===== src/rtl/ptpc_pkg.sv =====
// Shared codes, widths and controller/datapath interface types for the projection counter.
package ptpc_pkg;

	// Item kinds carried in the input tuser field
	localparam logic [1:0] OP_START = 2'd0;
	localparam logic [1:0] OP_PIXEL = 2'd1;
	localparam logic [1:0] OP_READ  = 2'd2;

	// Configuration register indexes
	localparam int CFG_IDX_W  = 3;
	localparam int CFG_DATA_W = 11;
	localparam logic [CFG_IDX_W-1:0] REG_FRAME_WIDTH  = 3'd0;
	localparam logic [CFG_IDX_W-1:0] REG_FRAME_HEIGHT = 3'd1;
	localparam logic [CFG_IDX_W-1:0] REG_CENTROID_X   = 3'd2;
	localparam logic [CFG_IDX_W-1:0] REG_CENTROID_Y   = 3'd3;
	localparam logic [CFG_IDX_W-1:0] REG_THRESHOLD    = 3'd4;

	// Field widths
	localparam int OP_W      = 2;
	localparam int SIZE_W    = 11;
	localparam int THR_W     = 8;
	localparam int PIX_W     = 8;
	localparam int COL_IDX_W = 10;
	localparam int ROW_IDX_W = 10;
	localparam int CNT_W     = 11;
	localparam int QCNT_W    = 21;

	// Commands from the controller to the datapath
	typedef struct packed {
		logic take;      // an input beat is accepted this cycle
		logic clr_step;  // zero one column store entry
		logic commit;    // update state and load the output register
	} cmd_t;

	// Status from the datapath to the controller
	typedef struct packed {
		logic is_start;  // the offered beat is a frame start
		logic clr_last;  // the clearing sweep is on its last entry
	} sts_t;

	// One result item
	typedef struct packed {
		logic                 row_valid;
		logic [ROW_IDX_W-1:0] row_index;
		logic [CNT_W-1:0]     row_count;
		logic                 frame_valid;
		logic [QCNT_W-1:0]    top_left;
		logic [QCNT_W-1:0]    top_right;
		logic [QCNT_W-1:0]    bottom_left;
		logic [QCNT_W-1:0]    bottom_right;
		logic [QCNT_W-1:0]    frame_total;
		logic [CNT_W-1:0]     column_count;
	} res_t;

endpackage


===== src/rtl/ptpc_ctrl.sv =====
// Controller state machine: clearing sweep, item acceptance and output handoff.
module ptpc_ctrl (
	input  logic            clk,
	input  logic            arst_n,
	input  logic            in_valid,
	output logic            in_ready,
	output logic            out_valid,
	input  logic            out_ready,
	input  ptpc_pkg::sts_t  sts,
	output ptpc_pkg::cmd_t  cmd
);

	localparam logic [1:0] ST_CLEAR = 2'd0;
	localparam logic [1:0] ST_IDLE  = 2'd1;
	localparam logic [1:0] ST_EXEC  = 2'd2;

	logic [1:0] state_q;
	logic       reply_q;
	logic       out_valid_q;
	logic       out_free;

	assign in_ready     = (state_q == ST_IDLE);
	assign out_valid    = out_valid_q;
	assign out_free     = !out_valid_q || out_ready;
	assign cmd.take     = in_valid && (state_q == ST_IDLE);
	assign cmd.clr_step = (state_q == ST_CLEAR);
	assign cmd.commit   = (state_q == ST_EXEC) && out_free;

	always_ff @(posedge clk or negedge arst_n) begin
		if (!arst_n) begin
			state_q <= ST_CLEAR;
			reply_q <= 1'b0;
		end else begin
			unique case (state_q)
				ST_CLEAR: begin
					if (sts.clr_last) begin
						state_q <= reply_q ? ST_EXEC : ST_IDLE;
					end
				end
				ST_IDLE: begin
					if (cmd.take) begin
						if (sts.is_start) begin
							state_q <= ST_CLEAR;
							reply_q <= 1'b1;
						end else begin
							state_q <= ST_EXEC;
						end
					end
				end
				ST_EXEC: begin
					if (cmd.commit) begin
						state_q <= ST_IDLE;
					end
				end
				default: begin
					state_q <= ST_IDLE;
				end
			endcase
		end
	end

	always_ff @(posedge clk or negedge arst_n) begin
		if (!arst_n) begin
			out_valid_q <= 1'b0;
		end else if (cmd.commit) begin
			out_valid_q <= 1'b1;
		end else if (out_ready) begin
			out_valid_q <= 1'b0;
		end
	end

endmodule


===== config.mk =====
export PLATFORM = sky130hd
export DESIGN_NAME = ptpc_ctrl
export DESIGN_NICKNAME = d
export VERILOG_FILES = /design/src/rtl/ptpc_pkg.sv /design/src/rtl/ptpc_ctrl.sv
export SDC_FILE = /design/constraint.sdc
export NUM_CORES = 1
export LEC_CHECK = 0
export BUFFER_PORTS_ARGS = -buffer_cell sky130_fd_sc_hd__buf_2
export CORE_AREA = 2 2 39 41
export CTS_CLUSTER_SIZE = 20
export DETAILED_ROUTE_END_ITERATION = 10
export DIE_AREA = 0 0 41 43
export PLACE_DENSITY = 0.48
export SLEW_MARGIN = 10
export SYNTH_ARGS = -nofsm -noshare
export SYNTH_HDL_FRONTEND = slang
export SYNTH_SLANG_ARGS = --single-unit

===== constraint.sdc =====
create_clock -name clk -period 1.2 [get_ports clk]
set_clock_uncertainty 0.2 [all_clocks]
set_input_delay 0.12 -clock clk [delete_from_list [all_inputs] [get_ports clk]]
set_output_delay 0.12 -clock clk [all_outputs]
set_load 0.05 [all_outputs]

==> run metrics, run 1 <==
status complete, but fails checks; failing checks negative setup slack; post-synthesis net count 27; gr usage total 0.08451; Pleak 0.2119 nW; Req. time, crit path 0.88 ns; critical path type flip-flop to primary output; Avg Vias per Cell 4.034; CTS Root Cell clkbuf_4; final core occ 0.3174; Num CTS Buffers 3; sequential share of the synthesized area 0.4598; Final WS setup -0.3203 ns; core area 1384 um^2; largest net degree at the start of global routing 6; area of the die 1763 um^2; Rows 14; clock transition at the registers of the reported paths 0.04 ns; syn_area_per_cell 10.37 um^2; Hold WS 0.02097 ns; clock latency on the worst-skew pair 0.24 ns; worst reg2reg path depth 3; Netlist cell types 15; wire per inst 9.448 um; CP Data Arrival Time 1.20 ns; Initial DRC Count 4; fin crit share 1.267; Worst setup SP type flip-flop; register bit total from synthesis 4; Slew headroom 0.8990; Total Power 0.001283 W; chip height 43 um; CTS tree yes; first-pass GRT wire length 931 um; Yosys Warn Count 0; combinational family with the most area after synthesis simple AND/OR/NAND/NOR gates; Hold Vio Cnt, Final 0; Slew Viols, Final 0; Port Buf Inserts 10; Area growth, synth to finish 101.7%; xor/xnor share of the synthesized area 0; post-route minimum period 1.520 ns; gpl congestion 0.6895; Synth Area in Compound Gates 0.1552; initial core utilization 0.1573; worst vdd ir 0.9193 mV; CTS HTree Levels 1; RSZ-0062 raised after global routing yes; Die Width 41 um; CP Capture Type primary output; Sink Count 4; layout cells sized above 1 0.5476; pwr dens 2921 nW/um^2; Layout Nets 49; Post-Synth Simple-Gate Area 0.3161; initial antenna violation count 0; Ant. Diodes 0; worst min-delay path class input port to async pin; f_max 0.6578 GHz; IO Count 11; multiplexer share of the synthesized area 0; Mapped Cells 21; 1st-pass router iterations 2; DR vias 234; CP Max Fanout 5; MaxCap Viol Count 0; vias in the first global route 228; Placed Cells 49; Cell Area, Synth 217.7 um^2; Final Non-Filler Cells 58; HPWL Detailed 408.3 um; fraction of the mapped netlist area in adder cells 0; endpoints failing setup 7; slew of the pin with the lowest slew margin 0.1499 ns; total wire length 548 um; Max clock buf depth 2; DRC viols 0; grt ovf 0; post-route ant nets 0
## timing repair
| action | in CTS | in global routing |
|---|---|---|
| resized for setup | 12 | 2 |
| setup buffers | 1 | 0 |
| hold buffers | 4 | 0 |
| pin swaps | 3 | 0 |
| setup endpoints to repair | 8 | 8 |
| hold endpoints to repair | 8 | 0 |
## metrics by stage
| stage | worst slack [ns] | setup TNS [ns] | instance area [um^2] |
|---|---|---|---|
| finish | -0.3203 | -1.323 | 439.2 |
| global route | -0.4015 | -1.766 | 439.2 |
| CTS | -0.3301 | -1.389 | 431.7 |
| detailed placement | -0.1677 | -0.6426 | 319.1 |
| global placement | -0.1424 | -0.5735 | 319.1 |
| floorplan | -0.1494 | -0.3685 | 234.0 |
## critical path, cell delays in order, from the launching register on
cell and delay [ns]:
dfrtp_1 0.38, or2b_1 0.29, a21oi_4 0.13, buf_6 0.17
## final cells by class
class | count | area (um^2)
inverter | 4 | 15.01
multi-input combinational | 13 | 117.6
timing repair buffer | 17 | 158.9
sequential | 4 | 101.3
clock buffer | 4 | 26.28
tap | 16 | 20.02
fill | 148 | 944.7
## synthesized netlist by cell type
master    count  share of area
a211o_1       1          0.040
a21o_2        1          0.040
a21oi_1       1          0.023
a31oi_1       1          0.029
and2b_2       1          0.040
and3b_1       1          0.040
and4bb_1      1          0.057
and4bb_2      1          0.057
dfrtp_1       4           0.46
inv_1         4          0.069
nand2b_1      1          0.029
nor2_1        1          0.017
o21ai_0       1          0.023
or2b_1        1          0.034
or3b_1        1          0.040
## cells in the final DEF, fill, tap and decap left out, drive strengths merged, types with 2 or more instances in the layout
cell,synthesis,routed
dfrtp,4,4
dlygate4sd3,0,4
inv,4,4
clkbuf,0,4
and4bb,2,2
buf,0,13
## registers in the layout (all words and copies together) (netlist names)
signal	cells
state_q	2
reply_q	1
out_valid	1
## report_power, final
group | total (W) | internal [W] | switching [W]
clock network | 0.000184 | 0.000125 | 0.0000590
logic | 0.000851 | 0.000384 | 0.000467
registers | 0.000248 | 0.000193 | 0.0000552
total | 0.00128 | 0.000702 | 0.000581
## kinds of logic after synthesis
| logic type | after synthesis |
|---|---|
| DFF | 4 |
| buffers and inverters | 4 |
| AOI/OAI and AO/OA | 5 |
| and+or+nand+nor | 8 |
## layer usage
layer | up-vias | global-route usage | wire length, um
met4 | 0 | 0.04000 | 0
met3 | 0 | 0.06283 | 49
met2 | 13 | 0.1125 | 246
li1 | 115 | - | -
met5 | - | 0 | 0
met1 | 106 | 0.09709 | 253
## worst paths after layout
check                      slack, ns              startpoint                     end
min reg2reg                     0.28     reply_q$_DFFE_PN0P_     reply_q$_DFFE_PN0P_
max                            -0.32  state_q[1]$_DFFE_PN0P_                  cmd[0]
max in group asynchronous       0.64                  arst_n   out_valid$_DFFE_PN0P_
min                             0.02                  arst_n   out_valid$_DFFE_PN0P_
min in group clk                0.05                  sts[0]  state_q[0]$_DFFE_PN0P_
max reg2reg                    -0.16  state_q[1]$_DFFE_PN0P_  state_q[1]$_DFFE_PN0P_
(Power assumes the default switching activity.)
==> run 2, diff against run 1 <==
==> constraint.sdc (replaced) <==
create_clock -name clk -period 1.2 [get_ports clk]
set_clock_uncertainty 0.2 [all_clocks]
set_input_delay 0.36 -clock clk [delete_from_list [all_inputs] [get_ports clk]]
set_output_delay 0.36 -clock clk [all_outputs]
set_load 0.05 [all_outputs]
==> run 2 against run 1 <==
Effect of this change: the run still ends with negative setup slack left; die area unchanged; sequential cell count unchanged; critical path depth unchanged; critical endpoint unchanged.
==> run metrics, run 2 (same netlist as run 1, synthesis figures left out) <==
Hold Vio Cnt, Final 0 (unchanged); f_max 0.5776 GHz (was 0.6578 GHz); clock share of power 0.138 (was 0.143); Flop pwr share 0.186 (was 0.194); Combinational Power Share 0.676 (was 0.663); Area growth, synth to finish 100.0% (was 101.7%); DR vias 225 (was 234); Die Width 41 um (unchanged); Slew headroom 0.8879 (was 0.8990); Hold WS 0.1587 ns (was 0.02097 ns); CTS Root Cell clkbuf_4 (unchanged); largest net degree at the start of global routing 8 (was 6); gpl congestion 0.7305 (was 0.6895); CP endpoint cmd[0] (unchanged); worst reg2reg path depth 4 (was 3); CP Data Arrival Time 1.17 ns (was 1.20 ns); commonest non-fill, non-tap cell in the layout buf_6; CP Max Fanout 2 (was 5); failing checks negative setup slack (unchanged); number of fill cells 149 (was 148); initial core utilization 0.1573 (unchanged); core area 1384 um^2 (unchanged); clock transition at the registers of the reported paths 0.04 ns (about the same); Sw Ratio 0.4446 (was 0.4527); wire per inst 9.569 um (was 9.448 um); Worst setup SP type flip-flop (unchanged); Num CTS Buffers 3 (unchanged); critical path type flip-flop to primary output (unchanged); pwr dens 3047 nW/um^2 (was 2921 nW/um^2); Initial DRC Count 1 (was 4); initial antenna violation count 0 (unchanged); 1st-pass router iterations 2 (unchanged); Ant. Diodes 0 (unchanged); final instance area 435.4 um^2 (was 439.2 um^2); post-route ant nets 0 (unchanged); first-pass GRT wire length 876 um (was 931 um); setup TNS -2.687 ns (was -1.323 ns); CP Capture Type primary output (unchanged); Placement Setup Slack -0.3654 ns (was -0.1677 ns); largest reg by FF count state_q (unchanged); layout cells sized above 1 0.6190 (was 0.5476); total wire length 555 um (was 548 um); Layout Nets 49 (unchanged); gr usage total 0.08149 (was 0.08451); area of the die 1763 um^2 (unchanged); worst vdd ir 0.8243 mV (was 0.9193 mV); worst min-delay path class input port to flip-flop (was input port to async pin); endpoints failing setup 8 (was 7); post-route minimum period 1.731 ns (was 1.520 ns); Total Power 0.001327 W (was 0.001283 W); reg-to-reg setup timing slack -0.23 ns (was -0.16 ns); Port Buf Inserts 10 (unchanged); RSZ-0062 raised after global routing yes (unchanged); vias in the first global route 209 (was 228); P_sw 0.0005898 W (was 0.0005807 W); leading cell types in the layout, fill and taps excluded buf_6 (6), buf_2 (5), inv_1 (4) (was buf_2 (5), buf_6 (5), inv_1 (4), dlygate4sd3_1 (4)); status complete, but fails checks (unchanged); fin crit share 1.443 (was 1.267); Sink Count 4 (unchanged); Avg Vias per Cell 3.879 (was 4.034); CTS tree yes (unchanged); CP startpoint state_q[0]$_DFFE_PN0P_ (was state_q[1]$_DFFE_PN0P_); internal power 0.0007369 W (was 0.0007022 W); Max clock buf depth 2 (unchanged); FF-to-FF Start state_q[0]$_DFFE_PN0P_ (was state_q[1]$_DFFE_PN0P_); Final WS setup -0.5314 ns (was -0.3203 ns); DRC viols 0 (unchanged); HPWL Detailed 411.8 um (was 408.3 um); Rows 14 (unchanged); DP Area 341.6 um^2 (was 319.1 um^2); chip height 43 um (unchanged); clock latency on the worst-skew pair 0.24 ns (about the same); MaxCap Viol Count 0 (unchanged); Pleak 0.2154 nW (was 0.2119 nW); CTS HTree Levels 1 (unchanged); max FFs per register 2 (unchanged); FF-to-FF End state_q[1]$_DFFE_PN0P_ (unchanged); Slew Viols, Final 0 (unchanged); Hold Crit Depth 2; IO Count 11 (unchanged); Req. time, crit path 0.64 ns (was 0.88 ns); grt ovf 0 (unchanged); slew of the pin with the lowest slew margin 0.1663 ns (was 0.1499 ns)
run 2: worst max-delay path, stage by stage (launching register included):
cell	delay, ns
dfrtp_1	0.38
or2b_1	0.27
a21oi_4	0.12
buf_6	0.16
run 2: timing repair:
item / in CTS / in global routing
pin swaps: 2 / 1
gates resized for setup: 11 / 4
setup buffers: 0 / 1
hold buffers: 1 / 0
hold endpoints to repair: 4 / 0
setup endpoints to repair: 8 / 8
run 2: worst min-delay path by stage:
stage	startpoint	to	slack, ns
floorplan	arst_n	out_valid$_DFFE_PN0P_	-0.14
global placement	arst_n	state_q[0]$_DFFE_PN0P_	-0.03
detailed placement	arst_n	state_q[0]$_DFFE_PN0P_	-0.03
CTS	sts[1]	reply_q$_DFFE_PN0P_	0.15
global route	sts[1]	reply_q$_DFFE_PN0P_	0.16
finish	sts[1]	reply_q$_DFFE_PN0P_	0.16
run 2: metal layers:
metal / vias to the layer above / wire length (um) / track usage
met4: 0 / 0 / 0.04000
met5: - / 0 / 0
met3: 0 / 67 / 0.08377
met1: 97 / 264 / 0.09061
met2: 13 / 222 / 0.09688
li1: 115 / - / -
run 2: layout make-up:
| cell class | count | area, um^2 | area share |
|---|---|---|---|
| Tap cell | 16 | 20.02 | 0.04598 |
| Multi-Input combinational cell | 13 | 117.6 | 0.2701 |
| Inverter | 4 | 15.01 | 0.03448 |
| Sequential cell | 4 | 101.3 | 0.2328 |
| Timing Repair Buffer | 17 | 155.1 | 0.3563 |
| Clock buffer | 4 | 26.28 | 0.06034 |
run 2: metrics by stage:
stage                     cells  utilization
final                        58       0.3146
after global routing         58       0.3146
after CTS                    57       0.2984
after detailed placement     52       0.2468
after global placement       52       0.2468
after floorplan              21            -
run 2: power groups by stage:
stage                     Combinational, W  Sequential, W  Clock (W)
after floorplan                   0.000403       0.000320          0
after global placement            0.000698       0.000238          0
after detailed placement          0.000699       0.000241          0
after CTS                         0.000829       0.000245   0.000195
after global routing              0.000957       0.000254   0.000203
final                             0.000897       0.000246   0.000184
==> run 3, diff against run 2 <==
--- a/config.mk
+++ b/config.mk
@@ -7,10 +7,12 @@
 export LEC_CHECK = 0
 export BUFFER_PORTS_ARGS = -buffer_cell sky130_fd_sc_hd__buf_2
 export CORE_AREA = 2 2 39 41
+export CTS_CLUSTER_DIAMETER = 40
 export CTS_CLUSTER_SIZE = 20
 export DETAILED_ROUTE_END_ITERATION = 10
 export DIE_AREA = 0 0 41 43
 export PLACE_DENSITY = 0.48
+export SETUP_SLACK_MARGIN = 0.15
 export SLEW_MARGIN = 10
 export SYNTH_ARGS = -nofsm -noshare
 export SYNTH_HDL_FRONTEND = slang
==> run 3 against run 2 <==
Effect of this change: the flow still finishes with violations (negative setup slack); fmax decreased by 0.40%; power rose by 2.1%; register-to-register slack got worse by 0.02 ns; die area is the same; setup slack lost 0.0069 ns; sequential cell count unchanged; first-iteration DRC count rose to 3.0 times the previous value; count of clock-buffer cells in the layout unchanged; sequential share of layout area decreased by 0.26 points; largest power group unchanged; combinational power rose by 3.1%; sequential power is 2% lower.
==> run metrics, run 3 (same netlist as run 1, synthesis figures left out) <==
status complete, but fails checks (unchanged); failing checks negative setup slack (unchanged); wire per inst 9.678 um (was 9.569 um); slew of the pin with the lowest slew margin 0.1541 ns (was 0.1663 ns); Final Non-Filler Cells 59 (was 58); Area growth, synth to finish 102.3% (was 100.0%); Sw Ratio 0.4486 (was 0.4446); clock latency on the worst-skew pair 0.24 ns (about the same); HPWL Detailed 415 um (was 411.8 um); first-pass GRT wire length 1000 um (was 876 um); RSZ-0062 raised after global routing yes (unchanged); gr usage total 0.08963 (was 0.08149); Placed Cells 53 (was 52); reg-to-reg setup timing slack -0.25 ns (was -0.23 ns); gpl congestion 0.6979 (was 0.7305); Rows 14 (unchanged); largest net degree at the start of global routing 8 (unchanged); Sink Count 4 (unchanged); clock transition at the registers of the reported paths 0.04 ns (about the same); Worst setup SP type flip-flop (unchanged); f_max 0.5753 GHz (was 0.5776 GHz); Max clock buf depth 2 (unchanged); P_sw 0.0006079 W (was 0.0005898 W); core area 1384 um^2 (unchanged); max FFs per register 2 (unchanged); pwr dens 3077 nW/um^2 (was 3047 nW/um^2); CP startpoint state_q[1]$_DFFE_PN0P_ (was state_q[0]$_DFFE_PN0P_); Hold Vio Cnt, Final 0 (unchanged); CTS HTree Levels 1 (unchanged); post-route ant nets 0 (unchanged); Slew headroom 0.8962 (was 0.8879); MaxCap Viol Count 0 (unchanged); worst min-delay path class input port to flip-flop (unchanged); fin crit share 1.449 (was 1.443); FF-to-FF End state_q[1]$_DFFE_PN0P_ (unchanged); Initial DRC Count 3 (was 1); CTS tree yes (unchanged); vias in the first global route 257 (was 209); Slew Viols, Final 0 (unchanged); clock share of power 0.139 (was 0.138); Flop pwr share 0.179 (was 0.186); Num CTS Buffers 3 (unchanged); Layout Nets 50 (was 49); Req. time, crit path 0.64 ns (about the same); Placement Setup Slack -0.3773 ns (was -0.3654 ns); Combinational Power Share 0.682 (was 0.676); Ant. Diodes 0 (unchanged); Final WS setup -0.5383 ns (was -0.5314 ns); Avg Vias per Cell 3.966 (was 3.879); number of fill cells 150 (was 149); Worst Hold Launch sts[1] (unchanged); post-route minimum period 1.738 ns (was 1.731 ns); worst reg2reg path depth 4 (unchanged); CP Capture Type primary output (unchanged); Total Power 0.001355 W (was 0.001327 W); chip height 43 um (unchanged); grt ovf 0 (unchanged); total wire length 571 um (was 555 um); FF-to-FF Start state_q[0]$_DFFE_PN0P_ (unchanged); worst vdd ir 1.151 mV (was 0.8243 mV); Hold Path End reply_q$_DFFE_PN0P_ (unchanged); initial core utilization 0.1573 (unchanged); Pleak 0.2197 nW (was 0.2154 nW); final instance area 440.4 um^2 (was 435.4 um^2); Port Buf Inserts 10 (unchanged); DRC viols 0 (unchanged); CP Max Fanout 3 (was 2); CP Data Arrival Time 1.18 ns (was 1.17 ns); Die Width 41 um (unchanged); DP Area 349.1 um^2 (was 341.6 um^2); 1st-pass router iterations 3 (was 2); Hold Crit Depth 2 (unchanged); DR vias 234 (was 225); critical path type flip-flop to primary output (unchanged); endpoints failing setup 8 (unchanged); internal power 0.0007473 W (was 0.0007369 W); commonest non-fill, non-tap cell in the layout buf_4 (was buf_6); largest reg by FF count state_q (unchanged); IO Count 11 (unchanged); CTS Root Cell clkbuf_4 (unchanged); Hold WS 0.1500 ns (was 0.1587 ns); layout cells sized above 1 0.6279 (was 0.6190); leading cell types in the layout, fill and taps excluded buf_4 (6), buf_2 (5), inv_1 (4), buf_6 (4) (was buf_6 (6), buf_2 (5), inv_1 (4)); area of the die 1763 um^2 (unchanged); initial antenna violation count 0 (unchanged)
-- run 3: area by class of cell --
| class | count | area, um^2 | area share |
|---|---|---|---|
| Timing Repair Buffer | 18 | 155.1 | 0.3523 |
| Multi-Input combinational cell | 13 | 122.6 | 0.2784 |
| Sequential cell | 4 | 101.3 | 0.2301 |
| Clock buffer | 4 | 26.28 | 0.05966 |
| Tap cell | 16 | 20.02 | 0.04545 |
| Inverter | 4 | 15.01 | 0.03409 |
-- run 3: layer usage --
metal / up-vias / global-route usage / share of wire
li1: 115 / - / -
met2: 13 / 0.1344 / 0.45
met5: - / 0 / 0
met1: 106 / 0.08766 / 0.43
met3: 0 / 0.08377 / 0.12
met4: 0 / 0.02000 / 0
-- run 3: power groups by stage --
stage / sequential [W] / clock (W) / combinational (W)
3_5_place_dp: 0.000241 / 0 / 0.000719
6_report: 0.000242 / 0.000188 / 0.000925
5_1_grt: 0.000250 / 0.000204 / 0.00100
3_3_place_gp: 0.000239 / 0 / 0.000722
2_1_floorplan: 0.000320 / 0 / 0.000404
4_1_cts: 0.000245 / 0.000200 / 0.000905
-- run 3: worst max-delay path, stage by stage (launching register included) --
cell and delay [ns]:
dfrtp_1 0.36, or2b_1 0.28, a21oi_4 0.13, buf_6 0.17
-- run 3: metrics by stage --
step,util,setup TNS (ns)
after detailed placement,0.2523,-1.669
after global placement,0.2523,-1.682
after CTS,0.3156,-2.702
after floorplan,-,-1.115
final,0.3183,-2.596
after global routing,0.3183,-2.995
-- run 3: how the worst max path moves through the flow --
stage	end	slack [ns]
5_1_grt	cmd[0]	-0.60
3_3_place_gp	cmd[0]	-0.35
2_1_floorplan	cmd[0]	-0.36
4_1_cts	cmd[0]	-0.55
3_5_place_dp	cmd[0]	-0.38
6_report	cmd[0]	-0.54
-- run 3: timing repair --
item	CTS	global route
pin swaps	1	0
setup endpoints to repair	9	9
resized for setup	13	1
setup buffers	1	0
hold buffers	1	0
hold endpoints to repair	4	0
